==> src/rtl/rpt_pkg.sv <==
// Shared types and constants for the random permutation table.
// Holds table geometry, action codes and the controller/datapath interface structs.
// No dependencies.
package rpt_pkg;

    // Table geometry and field widths
    localparam int TABLE_DEPTH = 1024;
    localparam int ADDR_W      = $clog2(TABLE_DEPTH);
    localparam int VALUE_W     = 10;
    localparam int COUNT_W     = 11;
    localparam int WORD_W      = 31;
    localparam int STEP_W      = $clog2(WORD_W);

    // Configuration port
    localparam int PADDR_W = 3;
    localparam int PDATA_W = 32;
    localparam logic [COUNT_W-1:0] COUNT_RESET = COUNT_W'(TABLE_DEPTH);
    localparam logic REG_COUNT = 1'b0;

    // Item actions
    typedef enum logic [1:0] {
        ACT_BEGIN   = 2'd0,
        ACT_SHUFFLE = 2'd1,
        ACT_NEXT    = 2'd2,
        ACT_LOOKUP  = 2'd3
    } t_action;

    // Table read address source
    typedef enum logic [1:0] {
        ADR_POS,
        ADR_REM,
        ADR_RPOS
    } t_addr_sel;

    // Controller to datapath commands
    typedef struct packed {
        logic      load;
        logic      div_start;
        logic      div_sel_idx;
        logic      rd_en;
        t_addr_sel rd_sel;
        logic      cap_a;
        logic      wr_p;
        logic      wr_j;
        logic      fill_wr;
        logic      begin_set;
        logic      spos_dec;
        logic      rpos_inc;
        logic      respond;
        logic      resp_mem;
        logic      resp_err;
    } t_cmd;

    // Datapath to controller status
    typedef struct packed {
        logic fill_last;
        logic div_done;
        logic spos_zero;
        logic rpos_ok;
    } t_sts;

endpackage

==> src/rtl/rpt_ctrl.sv <==
// Controller state machine for the random permutation table.
// Depends on rpt_pkg; drives rpt_datapath through t_cmd and reads t_sts.
module rpt_ctrl (
    input  logic              i_clk,
    input  logic              i_rst_n,
    input  logic              i_start,
    input  rpt_pkg::t_action  i_action,
    input  rpt_pkg::t_sts     i_sts,
    output rpt_pkg::t_cmd     o_cmd,
    output logic              o_busy
);

    typedef enum logic [3:0] {
        S_IDLE,
        S_FILL,
        S_DIV_GO,
        S_DIV_WAIT,
        S_RD_P,
        S_RD_J,
        S_WR_P,
        S_WR_J,
        S_READ,
        S_RESP
    } t_state;

    t_state           r_state;
    t_state           n_state;
    rpt_pkg::t_action r_act;
    rpt_pkg::t_action n_act;

    // Next state and command decode
    always_comb begin
        n_state = r_state;
        n_act   = r_act;
        o_cmd   = '0;
        unique case (r_state)
            S_IDLE: begin
                if (i_start) begin
                    o_cmd.load = 1'b1;
                    n_act      = i_action;
                    unique case (i_action)
                        rpt_pkg::ACT_BEGIN: n_state = S_FILL;
                        rpt_pkg::ACT_SHUFFLE: begin
                            if (i_sts.spos_zero) begin
                                o_cmd.respond = 1'b1;
                            end else begin
                                n_state = S_DIV_GO;
                            end
                        end
                        rpt_pkg::ACT_NEXT: begin
                            if (i_sts.rpos_ok) begin
                                n_state = S_READ;
                            end else begin
                                o_cmd.respond  = 1'b1;
                                o_cmd.resp_err = 1'b1;
                            end
                        end
                        rpt_pkg::ACT_LOOKUP: n_state = S_DIV_GO;
                        default: n_state = S_IDLE;
                    endcase
                end
            end
            S_FILL: begin
                o_cmd.fill_wr = 1'b1;
                if (i_sts.fill_last) begin
                    o_cmd.begin_set = 1'b1;
                    o_cmd.respond   = 1'b1;
                    n_state         = S_IDLE;
                end
            end
            S_DIV_GO: begin
                o_cmd.div_start   = 1'b1;
                o_cmd.div_sel_idx = (r_act == rpt_pkg::ACT_LOOKUP);
                n_state           = S_DIV_WAIT;
            end
            S_DIV_WAIT: begin
                if (i_sts.div_done) begin
                    n_state = (r_act == rpt_pkg::ACT_LOOKUP) ? S_READ : S_RD_P;
                end
            end
            S_RD_P: begin
                o_cmd.rd_en  = 1'b1;
                o_cmd.rd_sel = rpt_pkg::ADR_POS;
                n_state      = S_RD_J;
            end
            S_RD_J: begin
                o_cmd.rd_en  = 1'b1;
                o_cmd.rd_sel = rpt_pkg::ADR_REM;
                o_cmd.cap_a  = 1'b1;
                n_state      = S_WR_P;
            end
            S_WR_P: begin
                o_cmd.wr_p = 1'b1;
                n_state    = S_WR_J;
            end
            S_WR_J: begin
                o_cmd.wr_j     = 1'b1;
                o_cmd.spos_dec = 1'b1;
                o_cmd.respond  = 1'b1;
                n_state        = S_IDLE;
            end
            S_READ: begin
                o_cmd.rd_en    = 1'b1;
                o_cmd.rd_sel   = (r_act == rpt_pkg::ACT_NEXT) ? rpt_pkg::ADR_RPOS
                                                               : rpt_pkg::ADR_REM;
                o_cmd.rpos_inc = (r_act == rpt_pkg::ACT_NEXT);
                n_state        = S_RESP;
            end
            S_RESP: begin
                o_cmd.respond  = 1'b1;
                o_cmd.resp_mem = 1'b1;
                n_state        = S_IDLE;
            end
            default: n_state = S_IDLE;
        endcase
    end

    // Hold state and the action of the item in flight
    always_ff @(posedge i_clk) begin
        if (!i_rst_n) begin
            r_state <= S_IDLE;
            r_act   <= rpt_pkg::ACT_BEGIN;
        end else begin
            r_state <= n_state;
            r_act   <= n_act;
        end
    end

    assign o_busy = (r_state != S_IDLE);

endmodule

==> config.mk <==
export PLATFORM = sky130hd
export DESIGN_NAME = rpt_ctrl
export DESIGN_NICKNAME = d
export VERILOG_FILES = /design/src/rtl/rpt_pkg.sv /design/src/rtl/rpt_ctrl.sv
export SDC_FILE = /design/constraint.sdc
export NUM_CORES = 1
export LEC_CHECK = 0
export ABC_AREA = 1
export BUFFER_PORTS_ARGS = -buffer_cell sky130_fd_sc_hd__buf_2
export CORE_AREA = 3 3 40 42
export DETAILED_ROUTE_END_ITERATION = 12
export DIE_AREA = 0 0 43 45
export HOLD_SLACK_MARGIN = 0.15
export PLACE_DENSITY = 0.81
export SYNTH_ARGS = -nofsm -noshare
export SYNTH_HDL_FRONTEND = slang
export SYNTH_SLANG_ARGS = --single-unit
export TNS_END_PERCENT = 1
==> constraint.sdc <==
create_clock -name i_clk -period 1.5 [get_ports i_clk]
set_clock_uncertainty 0.05 [all_clocks]
set_input_delay 0.225 -clock i_clk [delete_from_list [all_inputs] [get_ports i_clk]]
set_output_delay 0.225 -clock i_clk [all_outputs]
set_load 0.01 [all_outputs]
## Yosys cells after proc, flatten, opt, wreduce, memory -nomap -nowiden

Cells that the tools add are included.

| word-level totals | value |
|---|---|
| word-level logic and storage cells | 55 |
| bits of input ports | 9 |
| register bits after elaboration | 6 |
| output and inout port bits | 17 |

| operators by class | value |
|---|---|
| mux-type cells | 28 |
| reductions and logical operators | 6 |
| equal/unequal tests | 19 |

Operator list:

| cell | count |
|---|---|
| case mux 4 bit (8 select lines) | 1 |
| two-way mux 4 bit | 6 |
| == test 4 x 3 -> 1 bit, second input constant | 4 |
| case mux 4 bit (4 select lines) | 1 |
| two-way mux 1 bit | 14 |
| case mux 3 bit (3 select lines) | 1 |
| == test 2 bit, second input constant | 4 |
| == test 4 x 2 -> 1 bit, second input constant | 2 |
| == test 4 bit, second input constant | 2 |
| two-way mux 2 bit | 3 |
| != test 2 bit, second input constant | 3 |
| != test 3 bit, second input constant | 2 |
| AND reduction 5 bit | 1 |
| == test 4 x 1 -> 1 bit, second input constant | 1 |
| logical NOT 4 bit | 1 |
| nonzero test 4 bit | 1 |
| case mux 1 bit (3 select lines) | 1 |
| == test 2 x 1 -> 1 bit, second input constant | 1 |
| logical NOT 2 bit | 1 |
| case mux 1 bit (2 select lines) | 1 |
| AND reduction 2 bit | 1 |
| OR reduction 2 bit | 1 |

## Logic depth before layout (Yosys ltp)

| logic depth | value |
|---|---|
| depth in word-level cells | 4 |
| depth in mapped cells | 9 |

## Least setup slack after synthesis

OpenSTA, ideal clock, no wires.

| path | value |
|---|---|
| path kind | reg2out |
| start | register r_state[2] |
| end | output o_cmd[2] in the netlist's numbering |
| buffers on the path | 0 |
| path slack | 0.123 ns |
| arrival time | 1.102 ns |
| stages on the path, launching flop included | 7 |
| cells stage by stage | dfxtp_1 inv_1 nor2_1 inv_1 nor2_1 nor3_1 nand2_1 |

RTL lines:

| item | RTL line | source |
|---|---|---|
| from (decl) | rpt_ctrl.sv:26 | `t_state r_state;` |
| from (signal assigned) | rpt_ctrl.sv:124 | `r_state <= n_state;` |
| to (decl) | rpt_ctrl.sv:9 | `output rpt_pkg::t_cmd o_cmd,` |

==> impl_metrics.csv <==
group,metric,value,unit
sta,setup_slack,-107,ps
hold_path,hold_class,"input pin to flip-flop",
drt,dr_total_vias,709,
setup_path,timing.critical_path.required,1220,ps
logic_synthesis,yosysTopAreaCell,"dfxtp_1",
setup_path,cp-endpoint,"o_cmd[2]",
global_routing,grt_pass1_vias,651,
power,power.combinational.fraction,0.487,
floorplan,dieArea,1940,um2
setup_path,worst_r2r_path_depth,9,
power,vdd_drop_max,0.467,mV
floorplan,rows,13,
sta,finalCritPeriodShare,1.07,
floorplan,die_w,43,um
logic_synthesis,synth_area_leaders,"dfxtp_1 21%, nor2_1 9.4%, ha_1 8.9%",
layout,layout-drive-gt1-share,0.539,
global_routing,grt_max_degree,7,
floorplan,io_pins,26,
sta,rsz0062_at_grt,"yes",
setup_path,r2r-start,"r_state[2]",
run,cap_violations,0,
setup_path,crit_type,"flip-flop to output pin",
placement,gp_congestion,0.891,
power,p_per_area,777,nW/um2
logic_synthesis,synth_area_per_cell,6.04,um2
clock_network,cts.sinks,6,
placement,place_inst,132,
logic_synthesis,synth_seq_cells,6,
outcome,violations,"setup timing",
sta,min_period,1610,ps
clock_network,h-tree-depth,1,
setup_path,cp-start-kind,"flip-flop",
logic_synthesis,synth_ff_type,"dfxtp_1",
floorplan,die_h,45,um
logic_synthesis,ys_warn_count,0,
layout,fin_nets,143,
global_routing,grt_pass1_wl,2640,um
power,swShare,0.410,
global_routing,antenna_found_initial,0,
drt,avgRoutedWirePerCell,12.2,um
sta,setup_viol,7,
drt,viasPerCell,4.96,
power,sequentialPowerShare,0.290,
logic_synthesis,synth_enable_flop_cells,0,
global_routing,grt_util_all_layers,0.187,
drt,drc,0,
logic_synthesis,synth_nets,106,
sta,drv_slew,0,
setup_path,r2r_slack,190,ps
floorplan,start_util,0.437,
logic_synthesis,yosysMostFrequentCell,"nor2_1",
sta,slew_headroom,0.868,
power,p_leak,0.485,nW
layout,multiInputGateArea,450,um2
logic_synthesis,netlist_instances,93,
placement,dp_hpwl,1220,um
clock_network,cts_hold_repair.buffers,0,
outcome,status,"finished with violations",
clock_network,cts_root_buf,"clkbuf_4",
clock_network,cts_tree,"done",
floorplan,core,1280,um2
logic_synthesis,synth.distinct_cells,18,
clock_network,path_clk_slew,50,ps
placement,portBuffers,25,
drt,ant_nets,0,
setup_path,cp-startpoint,"r_state[0]",
setup_path,arrival,1330,ps
power,p_sw,284,uW
logic_synthesis,yosysSeqAreaShare,0.214,
global_routing,grt_overflow,0,
drt,drt-initial-drc-count,13,
logic_synthesis,async_reset_ff_frac,0,
layout,fin_cells,143,
setup_path,cp_max_fo,4,
sta,finalHoldViolations,0,
power,p_int,408,uW
layout,ff_latch_area,133,um2
sta,worst_pin_slew,198,ps
clock_network,clock_latency,250,ps
clock_network,cts_buffer_depth,2,
layout,n_antenna_cell,0,
logic_synthesis,synth_top_area_frac,0.214,
setup_path,end_kind,"output pin",
clock_network,cts_buffers,3,
drt,dr.pass1.iters,4,
layout,filler_cell_count,112,
layout,area_growth,58.6,%
sta,clock.fmax,622,MHz
drt,wl,1740,um
logic_synthesis,syn_area,562,um2
placement,dpl_worst_slack,29.8,ps
setup_path,rr_endpoint,"r_act[0]",
logic_synthesis,synthTopCellsByCount,"14 x nor2_1, 13 x inv_1, 12 x nand2_1",
power,clockPowerShare,0.224,
power,finalPower,692,uW
[layout make-up]
cell class / count / share of cell area
well taps: 15 / 0.0211
flip-flops and latches: 6 / 0.149
clock buffers: 3 / 0.0253
multi-input cells: 67 / 0.506
repair buffers: 33 / 0.208
inverters: 19 / 0.0913
[through the flow]
stage	instance area, um2	utilization	setup TNS (ps)	hold slack (ps)
floorplan	562	-	0	313
global placement	698	0.543	0	445
detailed placement	698	0.543	0	454
CTS	821	0.639	-108	198
global route	891	0.693	-988	205
finish	891	0.693	-270	209
[logic make-up after synthesis]
group,after synthesis,synth area share
AND/OR/NAND/NOR,52,0.457
buffers and inverters,20,0.140
AO/OA/AOI/OAI,11,0.100
flip-flops,6,0.214
adder cells (fa/ha/maj),4,0.0891
[power by group through the flow]
| stage | combinational [mW] | sequential [mW] | clock, mW |
|---|---|---|---|
| 3_5_place_dp | 0.247 | 0.199 | 0 |
| 3_3_place_gp | 0.243 | 0.198 | 0 |
| 4_1_cts | 0.298 | 0.200 | 0.160 |
| 5_1_grt | 0.370 | 0.202 | 0.164 |
| 2_1_floorplan | 0.174 | 0.195 | 0 |
| 6_report | 0.337 | 0.201 | 0.155 |
[layer usage]
| layer | vias to the layer above | GRT usage | wire length, um |
|---|---|---|---|
| li1 | 365 | - | - |
| met1 | 312 | 0.191 | 672 |
| met2 | 30 | 0.326 | 922 |
| met3 | 2 | 0.0478 | 129 |
| met4 | 0 | 0.145 | 14 |
| met5 | - | 0 | 0 |
[what timing repair did]
item                       4_1_cts  5_1_grt
setup endpoints to repair       15       14
setup buffers                    6        2
pin swaps                        3        4
resized for setup               21       12
[worst min path at each step]
stage	end	cells past startpoint	from	slack (ps)
floorplan	r_act[1]	2	i_rst_n	310
global placement	r_act[1]	3	i_rst_n	450
detailed placement	r_act[0]	3	i_rst_n	450
CTS	r_act[0]	3	i_rst_n	200
global route	r_act[1]	3	i_rst_n	210
finish	r_act[1]	3	i_rst_n	210
[worst max-delay path, cell delays in order (launching register included)]
cell	delay (ps)
dfxtp_2	320
buf_4	140
nand2_2	120
nor2_4	60
nor3_4	200
nand2_1	80
buf_2	140
[placed cells by master (no fill, tap or decap), drive strengths merged]
cell | netlist | final
ha | 4 | 4
o21ai | 6 | 6
dfxtp | 6 | 6
nand3 | 9 | 9
o22ai | 1 | 1
nand2 | 18 | 18
a21oi | 4 | 4
nor2 | 18 | 18
buf | 1 | 33
inv | 19 | 19
nor3 | 6 | 6
nand4 | 1 | 1
clkbuf | 0 | 3
[sequential cells by signal, summed over array words and instances (netlist names)]
register,cells
r_act,2
r_state,4
No activity file was read; power rests on OpenSTA's default activity.
